$ cat config.mk
export PLATFORM = sky130hd
export DESIGN_NAME = text_console_cursor_engine
export DESIGN_NICKNAME = d
export VERILOG_FILES = /design/src/rtl/tcce_pkg.sv /design/src/rtl/tcce_step.sv /design/src/rtl/tcce_outq.sv /design/src/rtl/text_console_cursor_engine.sv
export SDC_FILE = /design/constraint.sdc
export NUM_CORES = 1
export LEC_CHECK = 0
export ABC_AREA = 1
export BUFFER_PORTS_ARGS = -buffer_cell sky130_fd_sc_hd__buf_2
export CAP_MARGIN = 10
export CELL_PAD_IN_SITES_DETAIL_PLACEMENT = 0
export CELL_PAD_IN_SITES_GLOBAL_PLACEMENT = 1
export CORE_MARGIN = 2
export CORE_UTILIZATION = 45
export CTS_CLUSTER_DIAMETER = 100
export DETAILED_ROUTE_END_ITERATION = 10
export GPL_TIMING_DRIVEN = 1
export PLACE_DENSITY = 0.91
export SLEW_MARGIN = 40
export SYNTH_ARGS = -nofsm -noshare
export SYNTH_HDL_FRONTEND = slang
export SYNTH_SLANG_ARGS = --single-unit
$ cat constraint.sdc
create_clock -name clk_i -period 8.2 [get_ports clk_i]
set_clock_uncertainty 0.1 [all_clocks]
set_input_delay 1.23 -clock clk_i [delete_from_list [all_inputs] [get_ports clk_i]]
set_output_delay 1.23 -clock clk_i [all_outputs]
set_load 0.05 [all_outputs]
$ cat src/rtl/tcce_pkg.sv
// types, codes and constants of the text console cursor engine
`timescale 1ns / 1ps

package tcce_pkg;

  typedef enum logic [1:0] {
    OP_PUT     = 2'd0,
    OP_SET_POS = 2'd1,
    OP_CLEAR   = 2'd2
  } opcode_e;

  typedef enum logic [1:0] {
    ACT_DRAW         = 2'd0,
    ACT_CLEAR_CELL   = 2'd1,
    ACT_SCROLL       = 2'd2,
    ACT_CLEAR_SCREEN = 2'd3
  } action_e;

  typedef enum logic [1:0] {
    CFG_TEXT_COLUMNS = 2'd0,
    CFG_ROW_COUNT    = 2'd1,
    CFG_FG_INDEX     = 2'd2,
    CFG_BG_INDEX     = 2'd3
  } cfg_index_e;

  localparam logic [7:0] CH_BACKSPACE = 8'd8;
  localparam logic [7:0] CH_LINE_FEED = 8'd10;
  localparam logic [7:0] CH_CARRIAGE  = 8'd13;
  localparam logic [7:0] CH_FIRST_PRT = 8'd32;
  localparam logic [7:0] CH_LAST_PRT  = 8'd126;

  localparam logic [7:0] COLUMNS_RESET = 8'd128;
  localparam logic [7:0] ROWS_RESET    = 8'd48;
  localparam logic [3:0] FG_RESET      = 4'd15;
  localparam logic [3:0] BG_RESET      = 4'd0;

  localparam logic [31:0] RGB_MASK = 32'h00FF_FFFF;

  localparam logic [31:0] PALETTE [16] = '{
    32'hFF00_0000, 32'hFF00_00AA, 32'hFF00_AA00, 32'hFF00_AAAA,
    32'hFFAA_0000, 32'hFFAA_00AA, 32'hFFAA_5500, 32'hFFAA_AAAA,
    32'hFF55_5555, 32'hFF55_55FF, 32'hFF55_FF55, 32'hFF55_FFFF,
    32'hFFFF_5555, 32'hFFFF_55FF, 32'hFFFF_FF55, 32'hFFFF_FFFF
  };

  typedef struct packed {
    opcode_e    opcode;
    logic [7:0] char_code;
    logic [7:0] new_column;
    logic [7:0] new_row;
  } in_item_t;

  typedef struct packed {
    action_e     action;
    logic [7:0]  cell_column;
    logic [7:0]  cell_row;
    logic [6:0]  glyph_code;
    logic [31:0] pixel_color;
    logic        last_result;
  } out_item_t;

  typedef struct packed {
    logic [7:0] text_columns;
    logic [7:0] row_count;
    logic [3:0] fg_index;
    logic [3:0] bg_index;
  } cfg_t;

  typedef struct packed {
    logic [7:0] column;
    logic [7:0] row;
  } cursor_t;

  typedef struct packed {
    logic [1:0] count;
    cursor_t    cursor;
    out_item_t  first;
    out_item_t  second;
  } step_t;

endpackage

$ cat src/rtl/tcce_step.sv
// command decode: next cursor and up to two result items for one input item
`timescale 1ns / 1ps

module tcce_step import tcce_pkg::*; (
  input  in_item_t item_i,
  input  cursor_t  cursor_i,
  input  cfg_t     cfg_i,
  output step_t    step_o
);

  function automatic out_item_t make_item(action_e act, logic [7:0] col, logic [7:0] row,
                                          logic [6:0] glyph, logic [31:0] color,
                                          logic last);
    out_item_t r;
    r.action      = act;
    r.cell_column = col;
    r.cell_row    = row;
    r.glyph_code  = glyph;
    r.pixel_color = color;
    r.last_result = last;
    return r;
  endfunction

  logic [7:0]  eff_cols;
  logic [7:0]  eff_rows;
  logic [31:0] bg_word;
  logic [31:0] fg_rgb;
  logic [8:0]  row_inc;
  logic        lf_scroll;
  logic [7:0]  lf_row;
  logic        wrap;
  logic        wrap_scroll;
  logic        printable;
  logic [7:0]  draw_col;
  logic [7:0]  draw_row;
  out_item_t   draw_item;

  always_comb begin
    eff_cols    = (cfg_i.text_columns == 8'd0) ? 8'd1 : cfg_i.text_columns;
    eff_rows    = (cfg_i.row_count == 8'd0) ? 8'd1 : cfg_i.row_count;
    bg_word     = PALETTE[cfg_i.bg_index];
    fg_rgb      = PALETTE[cfg_i.fg_index] & RGB_MASK;
    row_inc     = {1'b0, cursor_i.row} + 9'd1;
    lf_scroll   = row_inc >= {1'b0, eff_rows};
    lf_row      = lf_scroll ? (eff_rows - 8'd1) : row_inc[7:0];
    wrap        = cursor_i.column >= eff_cols;
    wrap_scroll = wrap && lf_scroll;
    printable   = item_i.char_code <= CH_LAST_PRT;
    draw_col    = wrap ? 8'd0 : cursor_i.column;
    draw_row    = wrap ? lf_row : cursor_i.row;
    draw_item   = make_item(ACT_DRAW, draw_col, draw_row, item_i.char_code[6:0], fg_rgb,
                            1'b1);

    step_o        = '0;
    step_o.cursor = cursor_i;

    case (item_i.opcode)
      OP_SET_POS: begin
        if (item_i.new_column < eff_cols) begin
          step_o.cursor.column = item_i.new_column;
        end
        if (item_i.new_row < eff_rows) begin
          step_o.cursor.row = item_i.new_row;
        end
      end
      OP_CLEAR: begin
        step_o.count  = 2'd1;
        step_o.first  = make_item(ACT_CLEAR_SCREEN, 8'd0, 8'd0, 7'd0, 32'd0, 1'b1);
        step_o.cursor = '0;
      end
      OP_PUT: begin
        if (item_i.char_code == CH_LINE_FEED) begin
          step_o.cursor.column = 8'd0;
          step_o.cursor.row    = lf_row;
          if (lf_scroll) begin
            step_o.count = 2'd1;
            step_o.first = make_item(ACT_SCROLL, 8'd0, 8'd0, 7'd0, bg_word, 1'b1);
          end
        end else if (item_i.char_code == CH_CARRIAGE) begin
          step_o.cursor.column = 8'd0;
        end else if (item_i.char_code == CH_BACKSPACE) begin
          if (cursor_i.column != 8'd0) begin
            step_o.cursor.column = cursor_i.column - 8'd1;
            step_o.count = 2'd1;
            step_o.first = make_item(ACT_CLEAR_CELL, cursor_i.column - 8'd1, cursor_i.row,
                                     7'd0, bg_word, 1'b1);
          end
        end else if (item_i.char_code >= CH_FIRST_PRT) begin
          step_o.cursor.column = draw_col + 8'd1;
          step_o.cursor.row    = draw_row;
          if (wrap_scroll && printable) begin
            step_o.count  = 2'd2;
            step_o.first  = make_item(ACT_SCROLL, 8'd0, 8'd0, 7'd0, bg_word, 1'b0);
            step_o.second = draw_item;
          end else if (wrap_scroll) begin
            step_o.count = 2'd1;
            step_o.first = make_item(ACT_SCROLL, 8'd0, 8'd0, 7'd0, bg_word, 1'b1);
          end else if (printable) begin
            step_o.count = 2'd1;
            step_o.first = draw_item;
          end
        end
      end
      default: begin
        step_o.count = 2'd0;
      end
    endcase
  end

endmodule

$ cat src/rtl/tcce_outq.sv
// four-entry result queue: up to two in per cycle, one out if ready
`timescale 1ns / 1ps

module tcce_outq import tcce_pkg::*; (
  input  logic      clk_i,
  input  logic      rst_ni,
  input  logic [1:0] push_cnt_i,
  input  out_item_t first_i,
  input  out_item_t second_i,
  output logic      room_o,
  output logic      out_valid_o,
  input  logic      out_ready_i,
  output out_item_t out_item_o
);

  out_item_t  entry_q [4];
  logic [1:0] wr_ptr_q, wr_ptr_d;
  logic [1:0] rd_ptr_q, rd_ptr_d;
  logic [2:0] count_q, count_d;
  logic       pop;

  assign out_valid_o = count_q != 3'd0;
  assign out_item_o  = entry_q[rd_ptr_q];
  assign room_o      = count_q <= 3'd2;
  assign pop         = out_valid_o && out_ready_i;

  always_comb begin
    wr_ptr_d = wr_ptr_q + push_cnt_i;
    rd_ptr_d = rd_ptr_q + {1'b0, pop};
    count_d  = count_q + {1'b0, push_cnt_i} - {2'b00, pop};
  end

  always_ff @(posedge clk_i or negedge rst_ni) begin
    if (!rst_ni) begin
      wr_ptr_q <= '0;
      rd_ptr_q <= '0;
      count_q  <= '0;
    end else begin
      wr_ptr_q <= wr_ptr_d;
      rd_ptr_q <= rd_ptr_d;
      count_q  <= count_d;
    end
  end

  always_ff @(posedge clk_i) begin
    if (push_cnt_i != 2'd0) begin
      entry_q[wr_ptr_q] <= first_i;
    end
    if (push_cnt_i == 2'd2) begin
      entry_q[wr_ptr_q + 2'd1] <= second_i;
    end
  end

endmodule

$ cat src/rtl/text_console_cursor_engine.sv
// top level of the text console cursor engine
`timescale 1ns / 1ps

// Takes one console command item per cycle while ready and turns it into zero,
// one or two cell command items, written to the result queue when the command
// is accepted. The cursor state is updated at the same clock edge, so
// commands can follow back to back. Results drain through a four-entry queue
// at one item per cycle while out_ready_i is high; the input is ready while
// at least two queue slots are free, so both items of a command that causes a
// scroll and a draw always fit. Register writes take effect at the next clock edge.
module text_console_cursor_engine import tcce_pkg::*; (
  input  logic       clk_i,
  input  logic       rst_ni,
  input  logic       in_valid_i,
  output logic       in_ready_o,
  input  in_item_t   in_item_i,
  output logic       out_valid_o,
  input  logic       out_ready_i,
  output out_item_t  out_item_o,
  input  logic       cfg_we_i,
  input  cfg_index_e cfg_index_i,
  input  logic [7:0] cfg_data_i
);

  cfg_t       cfg_q, cfg_d;
  cursor_t    cursor_q, cursor_d;
  step_t      step;
  logic       room;
  logic       accept;
  logic [1:0] push_cnt;

  assign in_ready_o = room;
  assign accept     = in_valid_i && room;
  assign push_cnt   = accept ? step.count : 2'd0;

  tcce_step u_step (
    .item_i   (in_item_i),
    .cursor_i (cursor_q),
    .cfg_i    (cfg_q),
    .step_o   (step)
  );

  tcce_outq u_outq (
    .clk_i       (clk_i),
    .rst_ni      (rst_ni),
    .push_cnt_i  (push_cnt),
    .first_i     (step.first),
    .second_i    (step.second),
    .room_o      (room),
    .out_valid_o (out_valid_o),
    .out_ready_i (out_ready_i),
    .out_item_o  (out_item_o)
  );

  always_comb begin
    cfg_d    = cfg_q;
    cursor_d = accept ? step.cursor : cursor_q;
    if (cfg_we_i) begin
      case (cfg_index_i)
        CFG_TEXT_COLUMNS: cfg_d.text_columns = cfg_data_i;
        CFG_ROW_COUNT:    cfg_d.row_count    = cfg_data_i;
        CFG_FG_INDEX:     cfg_d.fg_index     = cfg_data_i[3:0];
        CFG_BG_INDEX:     cfg_d.bg_index     = cfg_data_i[3:0];
        default:          cfg_d              = cfg_q;
      endcase
    end
  end

  always_ff @(posedge clk_i or negedge rst_ni) begin
    if (!rst_ni) begin
      cfg_q.text_columns <= COLUMNS_RESET;
      cfg_q.row_count    <= ROWS_RESET;
      cfg_q.fg_index     <= FG_RESET;
      cfg_q.bg_index     <= BG_RESET;
      cursor_q           <= '0;
    end else begin
      cfg_q    <= cfg_d;
      cursor_q <= cursor_d;
    end
  end

endmodule

==> impl_metrics.csv, run 1 <==
group,metric,value,unit
sta,slew_viol_final,0,
yosys,syn-instance-count,1434,
placed_design,io_buffer_count,100,
setup_path,timing.rr.start,"cursor_q[0]",
power_and_ir_drop,p_sw,2.64,mW
finish,instances_no_fill,1818,
setup_path,reg2reg_slack,2.05,ns
yosys,synth-seq-area-share,43.5,%
setup_path,critical_path_class,"reg -> reg",
sta,setup_viol,0,
placed_design,global_placement_routability_congestion,0.925,
grt,grt_antenna_before_repair,0,
yosys,synth-async-reset-ratio,26.9,%
routing,drt_drc_violations_left,0,
setup_path,critPathArrivalTime,6.19,ns
finish,nFillCells,2332,
routing,drt-total-wl,32.5,mm
setup_path,cp-end-kind,"flop",
yosys,synth-seq-cells,175,
flow_run,drv_cap,0,
cts,worst_skew_pair.late_latency,0.44,ns
sta,tightestPinTransition,0.915,ns
setup_path,cp_data_required_time,8.24,ns
routing,post_drt_via_cell_ratio,5.61,
grt,grt_start_max_net_pins,66,
cts,cts.path.max_buffers,2,
yosys,synth-edff-count,116,
sta,finalHoldViolCount,0,
power_and_ir_drop,irDropWorstVdd,0.000360,V
cts,cts_resized,0,
sta,timing.slew.headroom,38.4,%
yosys,synth_area_per_cell,7.86,sq um
cts,post-cts-setup-buffers,0,
power_and_ir_drop,powerDensity,389,nW/um^2
yosys,synth-main-ff-cell,"edfxtp_1",
hold_path,holdPathEnd,"u_outq.entry_q[2][56]",
hold_path,timing.hold.worst_path_depth,2,
setup_path,path_max_fanout,21,
power_and_ir_drop,combinationalPowerShare,58.1,%
floorplanning,placement_rows,57,
power_and_ir_drop,switching_share,54.8,%
cts,cts_hold_repair.buffers,0,
finish,layout-drive-gt1-share,14.7,%
routing,wl_per_cell,17.9,microns
placed_design,place.detailed.instances,1786,
run_status,outcome,"finished, final reports clean",
routing,dr_total_vias,10200,
grt,gr-total-overflow,0,
cts,cts_tree,"built",
cts,cts_inserted_buffers,17,
setup_path,r2r_cells,23,
power_and_ir_drop,clock_power_share,16.9,%
sta,maxClockFrequency,163,MHz
grt,grt_first_pass_wirelength,51.1,mm
floorplanning,initial_utilization,46.1,%
finish,insertedDiodeCount,0,
finish,nNetsFinal,1564,
placed_design,dpl_hpwl,23.3,mm
grt,track_usage,25.0,%
yosys,syn_area,11300,sq um
floorplanning,die_width,162,microns
routing,detail_route.first_pass.iterations,6,
routing,drt_first_iter_violations,1194,
yosys,syn-num-nets,1517,
sta,period_needed,6.15,ns
cts,clock-sinks,175,
grt,grt_pass1_vias,9348,
floorplanning,fp.dieArea,26300,sq um
power_and_ir_drop,internal_power,2.18,mW
floorplanning,io_pins,101,
floorplanning,coreArea,24500,sq um
setup_path,startpoint_type,"flop",
sta,totalNegativeSetupSlack,0,ns
cts,cts-htree-levels,4,
cts,cell_at_the_root_of_the_clock_tree,"clkbuf_16",
power_and_ir_drop,power.sequential.fraction,25.0,%
sta,setup_repair_after_global_routing_missed_its_margin,"no",
yosys,netlist-cell-type-count,47,
hold_path,min-delay-start,"u_outq.entry_q[2][56]",
finish,areaGrowthSynthToFinish,10.0,%
cts,clock_pin_slew_of_the_registers_on_the_worst_case_setup_and_hold_paths,0.08,ns
floorplanning,die_y,162,microns
yosys,synthesis.yosys.warnings,0,
routing,final_antenna_net_count,0,
power_and_ir_drop,static-leakage-power,5.58,nW
setup_path,timing.rr.end,"u_outq.entry_q[3][33]",
hold_path,timing.hold.worst.class,"reg -> reg",
sta,final.period_utilization,74.9,%
[power by group through the flow]
stage | sequential (mW) | combinational [mW] | clock [mW]
3_5_place_dp | 1.22 | 2.79 | 0
4_1_cts | 1.20 | 2.80 | 0.816
2_1_floorplan | 1.19 | 2.30 | 0
5_1_grt | 1.23 | 3.06 | 0.851
3_3_place_gp | 1.22 | 2.77 | 0
6_report | 1.21 | 2.80 | 0.814
[layout make-up]
cell class	instances	area, sq um	area share (%)
repair buffers	111	583	4.70
clock buffers	18	429	3.46
multi-input cells	1041	5420	43.7
flip-flops and latches	175	4910	39.6
clock inverters	14	150	1.21
inverters	135	507	4.08
well taps	324	405	3.27
[state kept, by name, indices dropped and copies added, names as in the netlist]
register	flops
u_outq.entry_q	128
cfg_q	24
cursor_q	16
u_outq.count_q	3
u_outq.rd_ptr_q	2
u_outq.wr_ptr_q	2
[how the worst max path moves through the flow]
stage	from	endpoint	slack, ns	cells past startpoint
floorplan	cursor_q[0]	u_outq.entry_q[1][0]	3.68	26
global placement	cursor_q[0]	u_outq.entry_q[3][41]	2.29	23
detailed placement	cursor_q[0]	u_outq.entry_q[3][41]	1.99	23
CTS	cursor_q[0]	u_outq.entry_q[3][33]	1.92	23
global route	cursor_q[0]	u_outq.entry_q[3][35]	1.62	23
finish	cursor_q[0]	u_outq.entry_q[3][33]	2.05	23
[cells by family (layout without fill, tap and decap cells)]
| family | count (synthesis) | after routing | share of synthesized area (%) |
|---|---|---|---|
| buffers and inverters | 218 | 278 | 8.60 |
| and+or+nand+nor | 699 | 699 | 26.9 |
| xor gates and xnor gates | 15 | 15 | 1.17 |
| adders and majority gates | 42 | 42 | 4.73 |
| DFF | 175 | 175 | 43.5 |
| AOI/OAI and AO/OA | 285 | 285 | 15.1 |
[cells in the mapped netlist (4+ instances only)]
master    count  area (sq um)
a21oi_1      43           215
nand2_2       8          50.1
xor2_1       13           114
o22ai_2      14           175
nand2_1     363          1360
ha_1         41           513
dfxtp_1      12           240
nand2_4       6          67.6
nand3_1      99           495
nor2_2        5          31.3
dfstp_2       7           184
a31oi_1       4          25.0
buf_2        16          80.1
clkbuf_1     29           109
o22ai_1      85           532
o21ai_0     120           601
inv_1       122           458
edfxtp_1    116          3480
dfrtp_1      40          1000
buf_1         6          22.5
inv_2        11          41.3
nand4_1      22           138
nor2_1      168           631
buf_4        30           225
nor3_1       12          60.1
[metal layers]
metal  GRT usage [%]  part of all wire, %  vias to the layer above
met1            37.3                   46                     4735
li1                -                    -                     4946
met2            38.2                   45                      484
met4            5.83                  1.3                        0
met5               0                    0                        -
met3            4.14                  8.2                       36
[worst max-delay path, stage by stage, from the launching register on]
cell and delay (ns):
dfrtp_1 0.43, ha_1 0.25, nand2_2 0.13, nor2_1 0.06, nand2_1 0.06, xor2_1 0.15, inv_1 0.09, ha_1 0.32
nand4_1 0.10, nor3_1 0.15, nand2_1 0.25, nand3_4 0.26, nand2_4 0.10, inv_1 0.08, ha_1 0.22, inv_1 0.17
nor2_2 0.66, inv_2 0.27, nor2_2 0.21, inv_2 0.16, nor2_4 0.18, nand2_1 0.48, nand2_2 0.63, buf_4 0.31
[metrics by stage]
step	hold WS [ns]	util, %	setup slack [ns]	power (mW)	cell area (sq um)
final	0.373	50.7	2.05	4.82	12400
after global routing	0.407	50.7	1.62	5.14	12400
after CTS	0.371	50.7	1.92	4.82	12400
after detailed placement	0.354	48.3	1.99	4.01	11800
after global placement	0.349	48.3	2.29	3.98	11800
after floorplan	0.335	-	3.68	3.49	11300
[placed cells by master, fill, tap and decap left out, drive strengths merged, types with 40 or more instances in the layout]
master / count
ha: 41
buf: 111
nand2: 377
dfrtp: 40
o21ai: 125
inv: 139
edfxtp: 116
nor2: 178
o22ai: 99
a21oi: 46
nand3: 104
Power figures use the tool's default switching activity.
==> run 2: changes to the inputs <==
--- a/config.mk
+++ b/config.mk
@@ -11,11 +11,11 @@
 export CELL_PAD_IN_SITES_DETAIL_PLACEMENT = 0
 export CELL_PAD_IN_SITES_GLOBAL_PLACEMENT = 1
 export CORE_MARGIN = 2
-export CORE_UTILIZATION = 45
+export CORE_UTILIZATION = 41
 export CTS_CLUSTER_DIAMETER = 100
 export DETAILED_ROUTE_END_ITERATION = 10
 export GPL_TIMING_DRIVEN = 1
-export PLACE_DENSITY = 0.91
+export PLACE_DENSITY = 0.87
 export SLEW_MARGIN = 40
 export SYNTH_ARGS = -nofsm -noshare
 export SYNTH_HDL_FRONTEND = slang
==> constraint.sdc (replaced) <==
create_clock -name clk_i -period 5.6 [get_ports clk_i]
set_clock_uncertainty 0.1 [all_clocks]
set_input_delay 0.84 -clock clk_i [delete_from_list [all_inputs] [get_ports clk_i]]
set_output_delay 0.84 -clock clk_i [all_outputs]
set_load 0.05 [all_outputs]
==> run 2 against run 1 <==
Against the previous run:
- clock power grew 47%
- final cell count up 1.4%
- non-clock buffer count is 9 higher
- setup slack worse by 1.5 ns
- critical endpoint is now u_outq.entry_q[3][40]
- highest routed layer unchanged
==> impl_metrics.csv, run 2 (synthesis results as in run 1) <==
group,metric,value,unit
sta,maxClockFrequency,200,MHz
finish,final-seq-area,4910,sq um
sta,slew_viol_final,0,
grt,grt_pass1_vias,9212,
routing,drt_first_iter_violations,1051,
setup_path,path_max_fanout,20,
routing,drt-total-wl,32.4,mm
routing,final_antenna_net_count,0,
power_and_ir_drop,switching_share,54.4,%
power_and_ir_drop,static-leakage-power,5.65,nW
finish,nNetsFinal,1573,
finish,multi_input_area,5410,sq um
routing,dr_total_vias,10200,
power_and_ir_drop,clock_power_share,17.0,%
grt,grt_start_max_net_pins,66,
setup_path,timing.rr.start,"cursor_q[0]",
sta,setup_viol,0,
cts,post-cts-setup-buffers,0,
floorplanning,fp.dieArea,28800,sq um
cts,cts_inserted_buffers,17,
setup_path,startpoint_type,"flop",
sta,timing.slew.headroom,45.5,%
setup_path,r2r_cells,23,
placed_design,global_placement_routability_congestion,0.941,
cts,clock_pin_slew_of_the_registers_on_the_worst_case_setup_and_hold_paths,0.08,ns
sta,period_needed,5.00,ns
routing,wl_per_cell,17.6,microns
finish,areaGrowthSynthToFinish,11.1,%
finish,layout_common_cells,"nand2_1, nor2_1, inv_1",
power_and_ir_drop,combinationalPowerShare,58.0,%
finish,flip_flop_count_of_the_largest_register_after_layout,128,
finish,insertedDiodeCount,0,
placed_design,dpl_hpwl,23.4,mm
grt,gr-total-overflow,0,
floorplanning,initial_utilization,41.8,%
routing,post_drt_via_cell_ratio,5.55,
power_and_ir_drop,internal_power,3.22,mW
setup_path,critical_path.slowest_cell,"nand2_1",
cts,worst_skew_pair.late_latency,0.44,ns
hold_path,timing.hold.worst.class,"reg -> reg",
flow_run,drv_cap,0,
cts,cell_at_the_root_of_the_clock_tree,"clkbuf_16",
sta,setup_repair_after_global_routing_missed_its_margin,"no",
floorplanning,coreArea,27000,sq um
floorplanning,io_pins,101,
setup_path,critical_path.max_stage_delay,0.49,ns
sta,tightestPinTransition,0.812,ns
routing,detail_route.first_pass.iterations,5,
setup_path,cp_data_required_time,5.64,ns
routing,drt_drc_violations_left,0,
power_and_ir_drop,powerDensity,564,nW/um^2
grt,grt_antenna_before_repair,0,
grt,grt_first_pass_wirelength,51.3,mm
power_and_ir_drop,total_power,7.06,mW
sta,totalNegativeSetupSlack,0,ns
finish,biggestRegsByFlops,"u_outq.entry_q x128, cfg_q x24, cursor_q x16",
power_and_ir_drop,irDropWorstVdd,0.000324,V
setup_path,path_cells,"ha_1 -> nand2_2 -> nor2_1 -> nand2_1 -> xor2_1 -> inv_1 -> ha_1 -> nand4_1 -> nor3_1 -> nand2_1 -> nand3_4 -> nand2_4 -> inv_1 -> ha_1 -> inv_1 -> nor2_2 -> inv_2 -> nor2_2 -> inv_2 -> nand2_4 -> nand2_2 -> nand2_1 -> buf_12",
hold_path,min-delay-start,"u_outq.entry_q[1][56]",
run_status,outcome,"finished, final reports clean",
setup_path,timing.rr.end,"u_outq.entry_q[3][40]",
power_and_ir_drop,p_sw,3.84,mW
floorplanning,placement_rows,60,
cts,cts.path.max_buffers,2,
setup_path,critPathArrivalTime,5.04,ns
cts,cts_resized,0,
sta,final.period_utilization,89.3,%
cts,cts_tree,"built",
setup_path,reg2reg_slack,0.60,ns
power_and_ir_drop,power.sequential.fraction,25.0,%
setup_path,cp-end-kind,"flop",
finish,layout.cells.most_common,"nand2_1",
floorplanning,die_width,170,microns
finish,layout-drive-gt1-share,15.0,%
sta,finalHoldViolCount,0,
grt,track_usage,22.8,%
cts,cts_hold_repair.buffers,0,
finish,largest-register,"u_outq.entry_q",
cts,cts-htree-levels,4,
hold_path,timing.hold.worst_path_depth,2,
hold_path,holdPathEnd,"u_outq.entry_q[1][56]",
floorplanning,die_y,170,microns
placed_design,io_buffer_count,100,
setup_path,critical_path_class,"reg -> reg",
cts,clock-sinks,175,
finish,nFillCells,2609,
run 2: cell types whose count changed in the layout (fill, tap and decap cells not counted), sizes merged:
cell and change:
clkinv -2, clkinvlp -2, inv +4, buf +9
run 2: per-layer routing:
layer | GRT usage (%) | routed length, microns
met5 | 0 | 0
met4 | 6.02 | 493
met3 | 3.84 | 2560
met2 | 34.6 | 14300
met1 | 33.6 | 15100
run 2: worst max path at each step:
stage                            from               endpoint  slack (ns)  cells after the start
after global placement    cursor_q[0]  u_outq.entry_q[3][46]        0.83                     24
after detailed placement  cursor_q[0]  u_outq.entry_q[3][40]        0.68                     23
after global routing      cursor_q[0]  u_outq.entry_q[3][40]        0.18                     23
after floorplan           cursor_q[0]   u_outq.entry_q[1][0]        1.08                     26
final                     cursor_q[0]  u_outq.entry_q[3][40]        0.60                     23
after CTS                 cursor_q[0]  u_outq.entry_q[3][40]        0.64                     24
run 2: final cells by class:
cell class              count  share of cell area, %
clock buffers              18                   3.50
clock inverters            14                   1.14
inverters                 135                   4.04
multi-input cells        1041                   43.1
flip-flops and latches    175                   39.2
well taps                 341                   3.40
repair buffers            120                   5.59
run 2: through the flow:
stage          area (sq um)  setup slack [ns]  hold WS (ns)  util [%]  instances
2_1_floorplan         11300              1.08         0.335         -       1434
3_3_place_gp          11900             0.828         0.348      44.3       1812
3_5_place_dp          12000             0.676         0.352      44.3       1812
4_1_cts               12500             0.643         0.369      46.5       1844
5_1_grt               12500             0.184         0.386      46.5       1844
6_report              12500             0.599         0.363      46.5       1844
run 2: power groups by stage:
stage	Sequential [mW]	Clock, mW	Combinational (mW)
6_report	1.77	1.20	4.10
5_1_grt	1.79	1.26	4.48
4_1_cts	1.76	1.20	4.10
3_5_place_dp	1.79	0	4.08
3_3_place_gp	1.78	0	4.05
2_1_floorplan	1.74	0	3.37
run 2: worst max-delay path, delay by kind of cell (launching register included):
family / cells / cell delay, ns
adder cells (fa/ha/maj): 3 / 0.78
XOR/XNOR: 1 / 0.15
flip-flops: 1 / 0.44
buffers and inverters: 6 / 0.81
AND/OR/NAND/NOR: 13 / 2.41
==> run 3: changes to the inputs <==
--- a/config.mk
+++ b/config.mk
@@ -5,17 +5,16 @@
 export SDC_FILE = /design/constraint.sdc
 export NUM_CORES = 1
 export LEC_CHECK = 0
-export ABC_AREA = 1
 export BUFFER_PORTS_ARGS = -buffer_cell sky130_fd_sc_hd__buf_2
 export CAP_MARGIN = 10
 export CELL_PAD_IN_SITES_DETAIL_PLACEMENT = 0
 export CELL_PAD_IN_SITES_GLOBAL_PLACEMENT = 1
 export CORE_MARGIN = 2
-export CORE_UTILIZATION = 41
+export CORE_UTILIZATION = 45
 export CTS_CLUSTER_DIAMETER = 100
 export DETAILED_ROUTE_END_ITERATION = 10
 export GPL_TIMING_DRIVEN = 1
-export PLACE_DENSITY = 0.87
+export PLACE_DENSITY = 0.86
 export SLEW_MARGIN = 40
 export SYNTH_ARGS = -nofsm -noshare
 export SYNTH_HDL_FRONTEND = slang
==> constraint.sdc (replaced) <==
create_clock -name clk_i -period 4.65 [get_ports clk_i]
set_clock_uncertainty 0.1 [all_clocks]
set_input_delay 0.6975 -clock clk_i [delete_from_list [all_inputs] [get_ports clk_i]]
set_output_delay 0.6975 -clock clk_i [all_outputs]
set_load 0.05 [all_outputs]
==> run 3 against run 2 <==
Against the previous run:
- maximum frequency is 12% higher
- die area decreased by 14%
- non-clock buffer count rose by 33
- clock power increased by 13%
- sequential power grew 24%
- flip-flop and latch count unchanged
- worst hold slack worse by 0.19 ns
- routed wire length decreased by 9.4%
==> impl_metrics.csv, run 3 <==
group,metric,value,unit
placed_design,placed_area,11500,sq um
finish,instances_no_fill,1361,
placed_design,io_buffer_count,100,
cts,cts_tree,"built",
yosys,syn-num-nets,1022,
finish,areaGrowthSynthToFinish,14.4,%
sta,setup_repair_after_global_routing_missed_its_margin,"yes",
yosys,synth_top_cell_area_share,33.0,%
finish,largest-register,"u_outq.entry_q",
power_and_ir_drop,internal_power,3.86,mW
flow_run,drv_cap,0,
power_and_ir_drop,static-leakage-power,4.44,nW
sta,period_needed,4.45,ns
grt,grt_first_pass_wirelength,45.9,mm
finish,layout-drive-gt1-share,28.4,%
routing,final_antenna_net_count,0,
yosys,synth_area_per_cell,11.3,sq um
sta,fin_ws,0.203,ns
sta,timing.slew.headroom,44.1,%
grt,gr-total-overflow,0,
setup_path,timing.rr.end,"u_outq.entry_q[2][34]",
sta,slew_viol_final,0,
routing,drt_drc_violations_left,0,
yosys,synth-seq-area-share,46.5,%
yosys,netlist-cell-type-count,89,
sta,totalNegativeSetupSlack,0,ns
floorplanning,die_y,157,microns
finish,layout_common_cells,"edfxtp_1, buf_2, o22ai_1",
power_and_ir_drop,combinationalPowerShare,51.6,%
yosys,synth.largest_area_cell,"edfxtp_1",
power_and_ir_drop,irDropWorstVdd,0.000357,V
setup_path,critPathArrivalTime,4.47,ns
floorplanning,placement_rows,56,
yosys,synth.cells.most_frequent,"edfxtp_1, o22ai_1, nor2_1, nand2_1, ha_1",
floorplanning,io_pins,101,
hold_path,timing.hold.worst.class,"in -> async",
yosys,synthesis.yosys.warnings,0,
yosys,yosysMostFrequentCell,"edfxtp_1",
power_and_ir_drop,p_sw,3.46,mW
placed_design,place.detailed.instances,1328,
setup_path,path_max_fanout,15,
setup_path,reg2reg_slack,0.20,ns
power_and_ir_drop,power.sequential.fraction,29.9,%
grt,grt_antenna_before_repair,0,
finish,nFillCells,2113,
grt,grt_pass1_vias,7935,
routing,wl_per_cell,21.6,microns
cts,clock_pin_slew_of_the_registers_on_the_worst_case_setup_and_hold_paths,0.07,ns
yosys,syn-instance-count,939,
finish,insertedDiodeCount,0,
placed_design,global_placement_routability_congestion,0.915,
yosys,synth-main-ff-cell,"edfxtp_1",
setup_path,cp-end-kind,"flop",
power_and_ir_drop,powerDensity,606,nW/um^2
placed_design,dpl_hpwl,21.5,mm
setup_path,timing.rr.start,"cfg_q[10]",
yosys,synth.area.top_cells,"edfxtp_1, dfrtp_1, mux4_2",
finish,layout.cells.most_common,"edfxtp_1",
sta,setup_viol,0,
sta,tightestPinTransition,0.829,ns
cts,cell_at_the_root_of_the_clock_tree,"clkbuf_16",
yosys,synth-seq-cells,175,
routing,drt_first_iter_violations,939,
setup_path,startpoint_type,"flop",
routing,detail_route.first_pass.iterations,5,
sta,final.period_utilization,95.6,%
cts,cts_hold_repair.buffers,0,
run_status,outcome,"finished, final reports clean",
routing,dr_total_vias,8430,
cts,cts-htree-levels,4,
setup_path,r2r_cells,17,
grt,grt_start_max_net_pins,27,
setup_path,cp_data_required_time,4.67,ns
placed_design,dp_worst_setup_slack,0.184,ns
cts,worst_skew_pair.late_latency,0.44,ns
yosys,syn_area,10600,sq um
yosys,synth-edff-count,116,
sta,maxClockFrequency,225,MHz
cts,cts_inserted_buffers,17,
finish,postLayoutCoreUtil,52.0,%
finish,flip_flop_count_of_the_largest_register_after_layout,128,
routing,post_drt_via_cell_ratio,6.19,
floorplanning,coreArea,23300,sq um
floorplanning,die_width,157,microns
finish,nNetsFinal,1112,
power_and_ir_drop,clock_power_share,18.4,%
setup_path,critical_path_class,"reg -> reg",
power_and_ir_drop,switching_share,47.3,%
finish,biggestRegsByFlops,"u_outq.entry_q x128, cfg_q x24, cursor_q x16",
sta,finalHoldViolCount,0,
yosys,synth-async-reset-ratio,26.9,%
routing,drt-total-wl,29.4,mm
floorplanning,initial_utilization,45.4,%
cts,clock-sinks,175,
finish,final_design_area_no_fill,12100,sq um
grt,track_usage,24.5,%
floorplanning,fp.dieArea,24700,sq um
cts,cts.path.max_buffers,2,
run 3: cell types whose count changed in the layout (fill, tap and decap cells not counted), sizes merged, moves of 17 or more:
cell   change
mux2      +17
buf       +33
nand3     -80
nand2    -321
and2      +25
a21oi     -20
o21ai     -83
nor2     -120
inv      -103
mux4      +32
run 3: timing repair:
action,4_1_cts,5_1_grt
endpoints found under the setup margin,0,155
buffers inserted,0,1
gates resized for setup,0,7
run 3: worst max-delay path by stage:
stage,from,to
6_report,cfg_q[10],u_outq.entry_q[2][34]
3_5_place_dp,cfg_q[10],u_outq.entry_q[2][54]
2_1_floorplan,cfg_q[10],u_outq.entry_q[0][0]
5_1_grt,cfg_q[10],u_outq.entry_q[2][0]
4_1_cts,cfg_q[10],u_outq.entry_q[2][0]
3_3_place_gp,cfg_q[12],u_outq.entry_q[0][52]
run 3: stage by stage:
| stage | power, mW | hold slack, ns |
|---|---|---|
| final | 7.32 | 0.175 |
| after global routing | 7.71 | 0.206 |
| after CTS | 7.28 | 0.182 |
| after detailed placement | 5.94 | 0.352 |
| after global placement | 5.90 | 0.339 |
| after floorplan | 5.08 | 0.302 |
run 3: kinds of logic (layout without fill, tap and decap cells):
group                      count (synthesis)  after routing  synth area share, %
and+or+nand+nor                          249            249                 12.5
muxes                                     55             55                 9.20
xor gates and xnor gates                  14             14                 1.16
AOI/OAI and AO/OA                        282            282                 19.7
DFF                                      175            175                 46.5
buffers and inverters                    122            225                 5.96
adders and majority gates                 42             42                 5.04
run 3: layout make-up:
class                   instances  area, sq um  area share (%)
clock buffers                  22          464            3.84
clock inverters                10         78.8           0.652
inverters                      40          165            1.37
multi-input cells             642         5120            42.3
flip-flops and latches        175         4910            40.7
well taps                     319          399            3.30
repair buffers                153          948            7.85
run 3: power groups by stage:
stage / registers [mW] / clock network (mW) / logic (mW)
after floorplan: 2.04 / 0 / 3.05
after global placement: 2.21 / 0 / 3.69
after detailed placement: 2.23 / 0 / 3.72
after CTS: 2.19 / 1.36 / 3.73
after global routing: 2.23 / 1.42 / 4.05
final: 2.19 / 1.35 / 3.78
run 3: critical path, cell delays in order, from the launching register on:
cell and delay, ns:
dfrtp_1 0.41, nor4_4 0.31, a41oi_2 0.20, inv_2 0.09, ha_1 0.22, nand2b_1 0.14
a2111o_1 0.48, a211oi_4 0.28, nor2_1 0.09, nand2_1 0.12, inv_1 0.14, ha_4 0.27
a221oi_4 0.34, nand4b_4 0.21, nor2_1 0.29, nor2_2 0.12, clkinvlp_4 0.08, buf_4 0.25
run 3: routing by layer:
layer | global-route usage, % | vias to the layer above | wire length (microns)
met5 | 0 | - | 0
met3 | 4.82 | 38 | 2330
met4 | 6.93 | 0 | 539
li1 | - | 3837 | -
met1 | 35.8 | 4156 | 13000
met2 | 37.1 | 399 | 13500
